==> config.mk <==
export PLATFORM = sky130hd
export DESIGN_NAME = per_device_key_autorepeat_unit
export DESIGN_NICKNAME = d
export VERILOG_FILES = /design/src/hdl/pdka_pkg.sv /design/src/hdl/per_device_key_autorepeat_unit.sv /design/src/hdl/pdka_ctrl.sv /design/src/hdl/pdka_datapath.sv
export SDC_FILE = /design/constraint.sdc
export NUM_CORES = 1
export LEC_CHECK = 0
export BUFFER_PORTS_ARGS = -buffer_cell sky130_fd_sc_hd__buf_2
export CAP_MARGIN = 20
export CORE_MARGIN = 8
export CORE_UTILIZATION = 30
export CTS_CLUSTER_SIZE = 24
export DETAILED_ROUTE_END_ITERATION = 6
export PLACE_DENSITY = 0.54
export SETUP_SLACK_MARGIN = 0.4
export SLEW_MARGIN = 5
export SYNTH_ARGS = -nofsm -noshare
export SYNTH_HDL_FRONTEND = slang
export SYNTH_SLANG_ARGS = --single-unit
==> constraint.sdc <==
create_clock -name i_clk -period 7 [get_ports i_clk]
set_input_delay 0.35 -clock i_clk [delete_from_list [all_inputs] [get_ports i_clk]]
set_output_delay 0.35 -clock i_clk [all_outputs]
set_load 0.02 [all_outputs]
==> src/hdl/pdka_pkg.sv <==
// ----------------------------------------------------------------------------
// pdka_pkg
// Shared types, codes and constants of the per-device key auto-repeat unit.
// ----------------------------------------------------------------------------
package pdka_pkg;

    // slot count and field widths
    localparam int DEVICE_SLOTS = 16;
    localparam int SLOT_W       = 4;
    localparam int ACTION_W     = 3;
    localparam int KEY_ACT_W    = 2;
    localparam int SYM_W        = 32;
    localparam int SCAN_W       = 16;
    localparam int MODS_W       = 16;
    localparam int TICKS_W      = 16;
    localparam int CFG_IDX_W    = 2;
    localparam int CFG_DATA_W   = 16;

    // configuration reset values
    localparam logic [TICKS_W-1:0] INITIAL_DELAY_RST   = 16'd500;
    localparam logic [TICKS_W-1:0] REPEAT_INTERVAL_RST = 16'd50;

    // xkb keysyms of modifier and lock keys
    localparam logic [SYM_W-1:0] KSYM_SHIFT_L     = 32'h0000_FFE1;
    localparam logic [SYM_W-1:0] KSYM_HYPER_R     = 32'h0000_FFEE;
    localparam logic [SYM_W-1:0] KSYM_CAPS_LOCK   = 32'h0000_FFE5;
    localparam logic [SYM_W-1:0] KSYM_SCROLL_LOCK = 32'h0000_FF14;
    localparam logic [SYM_W-1:0] KSYM_NUM_LOCK    = 32'h0000_FF7F;
    localparam logic [SYM_W-1:0] KSYM_SUPER_R     = 32'h0000_FFEC;

    typedef enum logic [ACTION_W-1:0] {
        ACT_KEY       = 3'd0,
        ACT_TICK      = 3'd1,
        ACT_REMOVE    = 3'd2,
        ACT_TOUCH_ADD = 3'd3,
        ACT_CLEAR     = 3'd4
    } t_action;

    typedef enum logic [KEY_ACT_W-1:0] {
        KEY_UP     = 2'd0,
        KEY_DOWN   = 2'd1,
        KEY_REPEAT = 2'd2,
        KEY_MODS   = 2'd3
    } t_key_action;

    typedef enum logic [CFG_IDX_W-1:0] {
        CFG_REPEAT_ON       = 2'd0,
        CFG_INITIAL_DELAY   = 2'd1,
        CFG_REPEAT_INTERVAL = 2'd2,
        CFG_SKIP_TOUCH      = 2'd3
    } t_cfg_index;

    typedef enum logic {
        ST_IDLE = 1'b0,
        ST_SCAN = 1'b1
    } t_state;

    // controller to datapath
    typedef struct packed {
        logic exec_item;   // apply an accepted non-tick beat
        logic tick_start;  // snapshot expiring slots, rewind scan index
        logic step;        // process the slot under the scan index
    } t_dp_cmd;

    // datapath to controller
    typedef struct packed {
        logic step_done;   // current slot finished this cycle
        logic last_slot;   // scan index sits on the final slot
    } t_dp_status;

    // modifier and lock keys never auto-repeat
    // caps lock and super_r lie inside the shift_l..hyper_r span
    function automatic logic is_modifier_key(input logic [SYM_W-1:0] sym);
        return (sym == KSYM_SCROLL_LOCK) || (sym == KSYM_NUM_LOCK) ||
               ((sym >= KSYM_SHIFT_L) && (sym <= KSYM_HYPER_R));
    endfunction

endpackage

==> src/hdl/per_device_key_autorepeat_unit.sv <==
// ----------------------------------------------------------------------------
// per_device_key_autorepeat_unit
// Per-device keyboard auto-repeat timers with one repeat beat per expiry.
// ----------------------------------------------------------------------------
// Key, removal, touch-registration and clear-all beats take effect in the
// cycle they are accepted, and ready stays high after them. A tick beat walks
// the sixteen device slots one per cycle, pausing on an expiring slot while
// the result register is full, and holds ready low until the walk ends;
// results leave in ascending slot order through a single output register,
// the final one of a tick flagged with last_of_tick. There is no clearing
// pass after reset; slot contents are only read once armed.
// ----------------------------------------------------------------------------
module per_device_key_autorepeat_unit
    import pdka_pkg::*;
(
    input  logic                  i_clk,
    input  logic                  i_rst_n,
    // configuration write port
    input  logic                  i_cfg_we,
    input  logic [CFG_IDX_W-1:0]  i_cfg_index,
    input  logic [CFG_DATA_W-1:0] i_cfg_data,
    // input beats
    input  logic                  i_valid,
    output logic                  o_ready,
    input  logic [ACTION_W-1:0]   i_action,
    input  logic [SLOT_W-1:0]     i_device_slot,
    input  logic [KEY_ACT_W-1:0]  i_key_action,
    input  logic [SYM_W-1:0]      i_key_symbol,
    input  logic [SCAN_W-1:0]     i_scan_code,
    input  logic [MODS_W-1:0]     i_modifier_bits,
    // repeat beats
    output logic                  o_valid,
    input  logic                  i_ready,
    output logic [SLOT_W-1:0]     o_repeat_slot,
    output logic [SYM_W-1:0]      o_repeat_symbol,
    output logic [SCAN_W-1:0]     o_repeat_scan,
    output logic [MODS_W-1:0]     o_repeat_modifiers,
    output logic                  o_last_of_tick
);

    t_dp_cmd    cmd;
    t_dp_status status;

    // sequencing
    pdka_ctrl u_ctrl (
        .i_clk    (i_clk),
        .i_rst_n  (i_rst_n),
        .i_valid  (i_valid),
        .i_action (i_action),
        .o_ready  (o_ready),
        .o_cmd    (cmd),
        .i_status (status)
    );

    // slot state and result register
    pdka_datapath u_datapath (
        .i_clk              (i_clk),
        .i_rst_n            (i_rst_n),
        .i_cfg_we           (i_cfg_we),
        .i_cfg_index        (i_cfg_index),
        .i_cfg_data         (i_cfg_data),
        .i_action           (i_action),
        .i_device_slot      (i_device_slot),
        .i_key_action       (i_key_action),
        .i_key_symbol       (i_key_symbol),
        .i_scan_code        (i_scan_code),
        .i_modifier_bits    (i_modifier_bits),
        .i_cmd              (cmd),
        .o_status           (status),
        .o_valid            (o_valid),
        .i_ready            (i_ready),
        .o_repeat_slot      (o_repeat_slot),
        .o_repeat_symbol    (o_repeat_symbol),
        .o_repeat_scan      (o_repeat_scan),
        .o_repeat_modifiers (o_repeat_modifiers),
        .o_last_of_tick     (o_last_of_tick)
    );

endmodule

==> src/hdl/pdka_ctrl.sv <==
// ----------------------------------------------------------------------------
// pdka_ctrl
// Controller: takes input beats and sequences the per-slot tick scan.
// ----------------------------------------------------------------------------
module pdka_ctrl
    import pdka_pkg::*;
(
    input  logic                i_clk,
    input  logic                i_rst_n,
    input  logic                i_valid,
    input  logic [ACTION_W-1:0] i_action,
    output logic                o_ready,
    output t_dp_cmd             o_cmd,
    input  t_dp_status          i_status
);

    t_state r_state;
    t_state n_state;
    logic   accept;
    logic   is_tick;

    assign accept  = i_valid && (r_state == ST_IDLE);
    assign is_tick = (i_action == ACT_TICK);

    // state register
    always_ff @(posedge i_clk) begin
        if (!i_rst_n) begin
            r_state <= ST_IDLE;
        end else begin
            r_state <= n_state;
        end
    end

    // next state
    always_comb begin
        n_state = r_state;
        case (r_state)
            ST_IDLE: begin
                if (accept && is_tick) begin
                    n_state = ST_SCAN;
                end
            end
            ST_SCAN: begin
                if (i_status.step_done && i_status.last_slot) begin
                    n_state = ST_IDLE;
                end
            end
            default: n_state = ST_IDLE;
        endcase
    end

    // outputs
    always_comb begin
        o_ready          = 1'b0;
        o_cmd.exec_item  = 1'b0;
        o_cmd.tick_start = 1'b0;
        o_cmd.step       = 1'b0;
        case (r_state)
            ST_IDLE: begin
                o_ready          = 1'b1;
                o_cmd.exec_item  = accept && !is_tick;
                o_cmd.tick_start = accept && is_tick;
            end
            ST_SCAN: begin
                o_cmd.step = 1'b1;
            end
            default: ;
        endcase
    end

endmodule

==> src/hdl/pdka_datapath.sv <==
// ----------------------------------------------------------------------------
// pdka_datapath
// Slot timers and key store, touch registration, config and result register.
// ----------------------------------------------------------------------------
module pdka_datapath
    import pdka_pkg::*;
(
    input  logic                  i_clk,
    input  logic                  i_rst_n,
    // configuration
    input  logic                  i_cfg_we,
    input  logic [CFG_IDX_W-1:0]  i_cfg_index,
    input  logic [CFG_DATA_W-1:0] i_cfg_data,
    // input payload
    input  logic [ACTION_W-1:0]   i_action,
    input  logic [SLOT_W-1:0]     i_device_slot,
    input  logic [KEY_ACT_W-1:0]  i_key_action,
    input  logic [SYM_W-1:0]      i_key_symbol,
    input  logic [SCAN_W-1:0]     i_scan_code,
    input  logic [MODS_W-1:0]     i_modifier_bits,
    // control
    input  t_dp_cmd               i_cmd,
    output t_dp_status            o_status,
    // result beat
    output logic                  o_valid,
    input  logic                  i_ready,
    output logic [SLOT_W-1:0]     o_repeat_slot,
    output logic [SYM_W-1:0]      o_repeat_symbol,
    output logic [SCAN_W-1:0]     o_repeat_scan,
    output logic [MODS_W-1:0]     o_repeat_modifiers,
    output logic                  o_last_of_tick
);

    // configuration registers
    logic               r_repeat_on;
    logic [TICKS_W-1:0] r_initial_delay;
    logic [TICKS_W-1:0] r_repeat_interval;
    logic               r_skip_touch;

    // per-slot state
    logic [DEVICE_SLOTS-1:0] r_armed;
    logic [TICKS_W-1:0]      r_count [DEVICE_SLOTS];
    logic [SYM_W-1:0]        r_sym   [DEVICE_SLOTS];
    logic [SCAN_W-1:0]       r_scan  [DEVICE_SLOTS];
    logic [MODS_W-1:0]       r_mods  [DEVICE_SLOTS];

    logic              r_touch_valid;
    logic [SLOT_W-1:0] r_touch_slot;

    // scan state
    logic [SLOT_W-1:0]       r_idx;
    logic [DEVICE_SLOTS-1:0] r_fire_mask;

    // result register
    logic              r_out_valid;
    logic [SLOT_W-1:0] r_out_slot;
    logic [SYM_W-1:0]  r_out_sym;
    logic [SCAN_W-1:0] r_out_scan;
    logic [MODS_W-1:0] r_out_mods;
    logic              r_out_last;

    t_action     act;
    t_key_action kact;
    logic        key_ok;
    logic        modifier;
    logic        do_arm;
    logic        do_disarm;
    logic        do_clear;
    logic        do_touch_add;
    logic        touch_drop;

    logic                    cur_fire;
    logic                    emit_ok;
    logic                    do_emit;
    logic                    is_last;
    logic [DEVICE_SLOTS-1:0] fire_now;

    // decode of a non-tick beat
    always_comb begin
        act          = t_action'(i_action);
        kact         = t_key_action'(i_key_action);
        modifier     = is_modifier_key(i_key_symbol);
        key_ok       = r_repeat_on &&
                       !(r_skip_touch && r_touch_valid && (i_device_slot == r_touch_slot));
        do_arm       = 1'b0;
        do_disarm    = 1'b0;
        do_clear     = 1'b0;
        do_touch_add = 1'b0;
        touch_drop   = 1'b0;
        if (i_cmd.exec_item) begin
            case (act)
                ACT_KEY: begin
                    if (key_ok) begin
                        do_arm    = (kact == KEY_DOWN) && !modifier;
                        do_disarm = (kact == KEY_UP) || ((kact == KEY_DOWN) && modifier);
                    end
                end
                ACT_REMOVE: begin
                    do_disarm  = 1'b1;
                    touch_drop = r_touch_valid && (r_touch_slot == i_device_slot);
                end
                ACT_TOUCH_ADD: do_touch_add = 1'b1;
                ACT_CLEAR:     do_clear     = 1'b1;
                default: ;
            endcase
        end
    end

    // expiry of the slot under scan and of all slots at tick start
    always_comb begin
        for (int i = 0; i < DEVICE_SLOTS; i++) begin
            fire_now[i] = r_armed[i] && (r_count[i] <= TICKS_W'(1));
        end
        cur_fire = fire_now[r_idx];
        emit_ok  = !r_out_valid || i_ready;
        do_emit  = i_cmd.step && cur_fire && emit_ok;
        is_last  = ((r_fire_mask >> r_idx) >> 1) == '0;
    end

    assign o_status.step_done = !cur_fire || emit_ok;
    assign o_status.last_slot = (r_idx == SLOT_W'(DEVICE_SLOTS - 1));

    // control state with reset
    always_ff @(posedge i_clk) begin
        if (!i_rst_n) begin
            r_repeat_on       <= 1'b1;
            r_initial_delay   <= INITIAL_DELAY_RST;
            r_repeat_interval <= REPEAT_INTERVAL_RST;
            r_skip_touch      <= 1'b0;
            r_armed           <= '0;
            r_touch_valid     <= 1'b0;
            r_touch_slot      <= '0;
            r_idx             <= '0;
            r_out_valid       <= 1'b0;
        end else begin
            if (i_cfg_we) begin
                case (t_cfg_index'(i_cfg_index))
                    CFG_REPEAT_ON:       r_repeat_on       <= i_cfg_data[0];
                    CFG_INITIAL_DELAY:   r_initial_delay   <= i_cfg_data[TICKS_W-1:0];
                    CFG_REPEAT_INTERVAL: r_repeat_interval <= i_cfg_data[TICKS_W-1:0];
                    CFG_SKIP_TOUCH:      r_skip_touch      <= i_cfg_data[0];
                    default: ;
                endcase
            end
            if (do_clear) begin
                r_armed <= '0;
            end else if (do_arm) begin
                r_armed[i_device_slot] <= 1'b1;
            end else if (do_disarm) begin
                r_armed[i_device_slot] <= 1'b0;
            end
            if (do_touch_add) begin
                r_touch_valid <= 1'b1;
                r_touch_slot  <= i_device_slot;
            end else if (touch_drop) begin
                r_touch_valid <= 1'b0;
            end
            // scan index walks one slot per finished step
            if (i_cmd.tick_start) begin
                r_idx <= '0;
            end else if (i_cmd.step && o_status.step_done) begin
                r_idx <= r_idx + SLOT_W'(1);
            end
            if (do_emit) begin
                r_out_valid <= 1'b1;
            end else if (i_ready) begin
                r_out_valid <= 1'b0;
            end
        end
    end

    // slot payload, countdowns and result data
    always_ff @(posedge i_clk) begin
        if (do_arm) begin
            r_count[i_device_slot] <= r_initial_delay;
            r_sym[i_device_slot]   <= i_key_symbol;
            r_scan[i_device_slot]  <= i_scan_code;
            r_mods[i_device_slot]  <= i_modifier_bits;
        end
        if (i_cmd.tick_start) begin
            r_fire_mask <= fire_now;
        end
        // count down, or reload on expiry once the result register is free
        if (i_cmd.step && r_armed[r_idx]) begin
            if (!cur_fire) begin
                r_count[r_idx] <= r_count[r_idx] - TICKS_W'(1);
            end else if (emit_ok) begin
                r_count[r_idx] <= r_repeat_interval;
            end
        end
        if (do_emit) begin
            r_out_slot <= r_idx;
            r_out_sym  <= r_sym[r_idx];
            r_out_scan <= r_scan[r_idx];
            r_out_mods <= r_mods[r_idx];
            r_out_last <= is_last;
        end
    end

    assign o_valid            = r_out_valid;
    assign o_repeat_slot      = r_out_slot;
    assign o_repeat_symbol    = r_out_sym;
    assign o_repeat_scan      = r_out_scan;
    assign o_repeat_modifiers = r_out_mods;
    assign o_last_of_tick     = r_out_last;

endmodule

==> impl_metrics.py <==
metrics = {
    "power": {
        "leakage_nw": 19.58,
        "pwr-share-comb": 0.024,
        "clkPwrFrac": 0.447,
        "ir_drop_mv": 0.2320,
        "power_frac_seq": 0.529,
        "p_switching_mw": 3.604,
        "p_sw_frac": 0.2033,
        "p_per_area_nw_per_um2": 272.9,
        "finalPower_mw": 17.73,
        "p_int_mw": 14.13,
    },
    "yosys": {
        "synth_top_area_frac": 0.7431,
        "synth_common_cells": "edfxtp_1 (1,364), mux4_2 (384), nand2_1 (136), clkbuf_1 (78), dfxtp_1 (65)",
        "synthXorXnorAreaFrac": 0.003019,
        "yosysTopAreaCell": "edfxtp_1",
        "synth-compound-area-share": 0.02027,
        "synthCells": 2538,
        "yosysWarnings": 0,
        "netlist_area_um2": 55120,
        "synthFlopType": "edfxtp_1",
        "synth_nets": 2636,
        "synthAdderAreaFrac": 0.0004540,
        "ys_types": 64,
        "yosysMostFrequentCell": "edfxtp_1",
        "synthMuxAreaShare": 0.1639,
        "yosysSeqAreaShare": 0.7667,
        "synth_top_family_by_area": "multiplexers",
        "synth_area_leaders": "edfxtp_1 (74%), mux4_2 (16%), dfxtp_1 (2.4%)",
        "ys_seq_elements": 1429,
        "synth-simple-area-share": 0.03473,
        "async_flop_share": 0,
        "synth-edff-count": 1364,
        "syn-mean-instance-area_um2": 21.72,
    },
    "route": {
        "routed_via_density": 4.929,
        "detail_route.first_pass.iterations": 5,
        "drt_iter0_drc": 2416,
        "met1Wirelength_um": 59900,
        "vias": 27019,
        "antenna_left": 0,
        "route.met3.wl_um": 7010,
        "post_drt_wl_per_cell_um": 25.79,
        "wl_met2_um": 70240,
        "routed_wl_um": 141400,
        "drc": 0,
        "top_layer": "met5",
    },
    "cells_and_area": {
        "area_growth_pct": 17.88,
        "final_layout_size_suffix_gt1_frac": 0.2905,
        "utilization": 0.3553,
        "final_nets": 2992,
        "fillers": 16885,
    },
    "clock_network": {
        "insertion_delay_ns": 0.78,
        "cts.sinks": 1429,
        "cts_setup_buffers": 0,
        "numCtsBuffers": 150,
        "clkTransAtPathRegs_ns": 0.06,
        "clockRootBuffer": "clkbuf_16",
        "clock_path_buffers": 3,
        "cts_tree": "done",
        "h-tree-depth": 4,
        "postCtsResizedCells": 0,
    },
    "critical_path": {
        "critPathKind": "flop to flop",
        "crit_path_top_delay_cell": "dfxtp_1",
        "rr_endpoint": "u_datapath.r_count[14][13]$_DFFE_PP_",
        "path_cells": "inv_6 -> a41oi_1 -> o21ai_0 -> nand4b_1 -> a31oi_1 -> nand3b_1 -> or2_2 -> o31ai_2 -> buf_4",
        "crit_path_start_kind": "flop",
        "cp-end-kind": "flop",
        "slowest_delay_ns": 0.82,
        "timing.reg2reg.setup_slack_ns": 2.43,
        "crit_fanout": 46,
        "crit_family": "simple AND/OR/NAND/NOR gates",
        "r2r-start": "u_datapath.r_idx[2]$_SDFFE_PP0N_",
        "ff2ff_path_depth": 9,
        "cp_num_buf_inv": 2,
        "cp_data_arrival_time_ns": 4.99,
        "cp_data_required_time_ns": 7.42,
    },
    "floorplan": {
        "start_util": 0.3014,
        "io_pins": 167,
        "die_area_um2": 197700,
        "core-area_um2": 182900,
        "die_y_um": 444.6,
        "rows": 157,
        "die-width_um": 444.6,
    },
    "timing": {
        "finalSetupViolations": 0,
        "max_freq_ghz": 0.2187,
        "rsz0062_at_grt": "no",
        "finClkSkew_ns": 0.04871,
        "maxSlewViolCount": 0,
        "period_share": 0.6531,
        "worst_pin_slew_ns": 1.121,
        "period_minus_slack_ns": 4.571,
        "slew_headroom": 0.2528,
        "hold_violations": 0,
        "tns_ns": 0,
    },
    "global_routing": {
        "grt_first_pass_wirelength_um": 205200,
        "gr-total-overflow": 0,
        "antenna_found_initial": 15,
        "first_global_vias": 28272,
        "grt.total_usage": 0.1398,
        "grt_start_max_net_pins": 137,
    },
    "hold_path": {
        "holdPathStages": 3,
        "hp-class": "primary input to flop",
        "hp-start": "i_rst_n",
        "whs_endpoint": "u_datapath.r_repeat_on$_SDFFE_PN1P_",
    },
    "place": {
        "globalplace.congestion": 0.8731,
        "numPortBuffers": 166,
        "hpwl_um": 87480,
    },
    "job": {
        "maxCapViolCount": 0,
    },
    "outcome": {
        "outcome": "completed",
    },
}
-- power by group through the flow --
stage / registers (mW) / clock network, mW / logic, mW
6_report: 9.37 / 7.92 / 0.433
3_3_place_gp: 9.55 / 0 / 0.389
4_1_cts: 9.37 / 8.11 / 0.442
2_1_floorplan: 9.55 / 0 / 0.204
5_1_grt: 9.37 / 8.41 / 0.471
3_5_place_dp: 9.55 / 0 / 0.396
-- what timing repair did --
item                                   in CTS  in global routing
setup endpoints to repair                   0                  0
hold buffers                               87                  0
endpoints found under the hold margin    1062                  0
-- placed cells by master, fill, tap and decap left out, drive strengths merged, types with 18 or more instances in the layout --
master / n
edfxtp: 1364
mux4: 387
buf: 234
clkbuf: 195
nand2: 136
dlygate4sd3: 87
dfxtp: 65
clkinv: 60
nor4: 55
nor2: 40
a21oi: 38
o21ai: 30
nand3: 28
a21boi: 27
inv: 27
mux2i: 23
o31ai: 18
-- kinds of logic (layout without fill, tap and decap cells) --
family | after synthesis | in the layout
other cells | 0 | 3
fa+ha+maj | 2 | 2
xor+xnor | 19 | 19
mux | 417 | 417
flops | 1429 | 1429
compound gates | 166 | 166
buf+inv | 143 | 620
simple gates | 362 | 362
-- worst max path at each step --
stage / start / to / slack [ns] / cells past startpoint
global route: u_datapath.r_idx[0]$_SDFFE_PP0N_ / u_datapath.o_repeat_symbol[5]$_DFFE_PP_ / 2.13 / 5
detailed placement: flop / u_datapath.r_count[12][10]$_DFFE_PP_ / 2.23 / 9
floorplan: u_datapath.r_idx[1]$_SDFFE_PP0N_ / u_datapath.r_count[0][2]$_DFFE_PP_ / 1.87 / 9
global placement: i_key_symbol[8] / u_datapath.r_sym[13][29]$_DFFE_PP_ / 1.95 / 9
CTS: flop / u_datapath.r_count[14][10]$_DFFE_PP_ / 2.19 / 9
finish: u_datapath.r_idx[2]$_SDFFE_PP0N_ / u_datapath.r_count[14][13]$_DFFE_PP_ / 2.43 / 9
-- routing by layer --
layer / track usage / vias to the layer above
met3: 0.02460 / 221
li1: - / 11448
met4: 0.04135 / 4
met1: 0.1853 / 14432
met2: 0.2363 / 914
met5: 0 / -
-- metrics by stage --
step | hold slack [ns] | setup slack (ns) | area, µm² | std cells
finish | 0.05948 | 2.429 | 64980 | 5482
floorplan | 0.4064 | 1.873 | 55120 | 2538
CTS | 0.01178 | 2.186 | 64930 | 5475
global placement | 0.4530 | 1.953 | 59110 | 5112
global route | 0.03632 | 2.132 | 64980 | 5482
detailed placement | 0.4617 | 2.226 | 59130 | 5115
-- state kept, by name (all words and copies together), names as in the netlist, named ones only --
name	flops
u_datapath.r_sym	512
u_datapath.r_count	256
u_datapath.r_mods	256
u_datapath.r_scan	256
u_datapath.o_repeat_symbol	32
u_datapath.o_repeat_modifiers	16
u_datapath.o_repeat_scan	16
u_datapath.r_initial_delay	16
u_datapath.r_repeat_interval	16
u_datapath.r_fire_mask	15
u_datapath.o_repeat_slot	4
u_datapath.r_idx	4
u_datapath.r_touch_slot	4
u_ctrl.r_state	1
u_datapath.o_last_of_tick	1
u_datapath.o_valid	1
u_datapath.r_repeat_on	1
u_datapath.r_skip_touch	1
u_datapath.r_touch_valid	1
-- area by class of cell --
class / count / area (µm²) / area share
Sequential cell: 1429 / 42280 / 0.6507
Multi-Input combinational cell: 966 / 12300 / 0.1892
Clock buffer: 195 / 4089 / 0.06293
Tap cell: 2464 / 3083 / 0.04745
Timing Repair Buffer: 321 / 2241 / 0.03449
Clock inverter: 78 / 840.8 / 0.01294
Inverter: 26 / 142.6 / 0.002195
Antenna cell: 3 / 7.507 / 0.0001155
-- tightest hold or removal path, delay by kind of cell --
| kind | cells | cell delay [ns] |
|---|---|---|
| buffers and inverters | 2 | 0.35 |
| AND/OR/NAND/NOR | 1 | 0.10 |
Note: power is estimated with default switching activity, not from simulation.
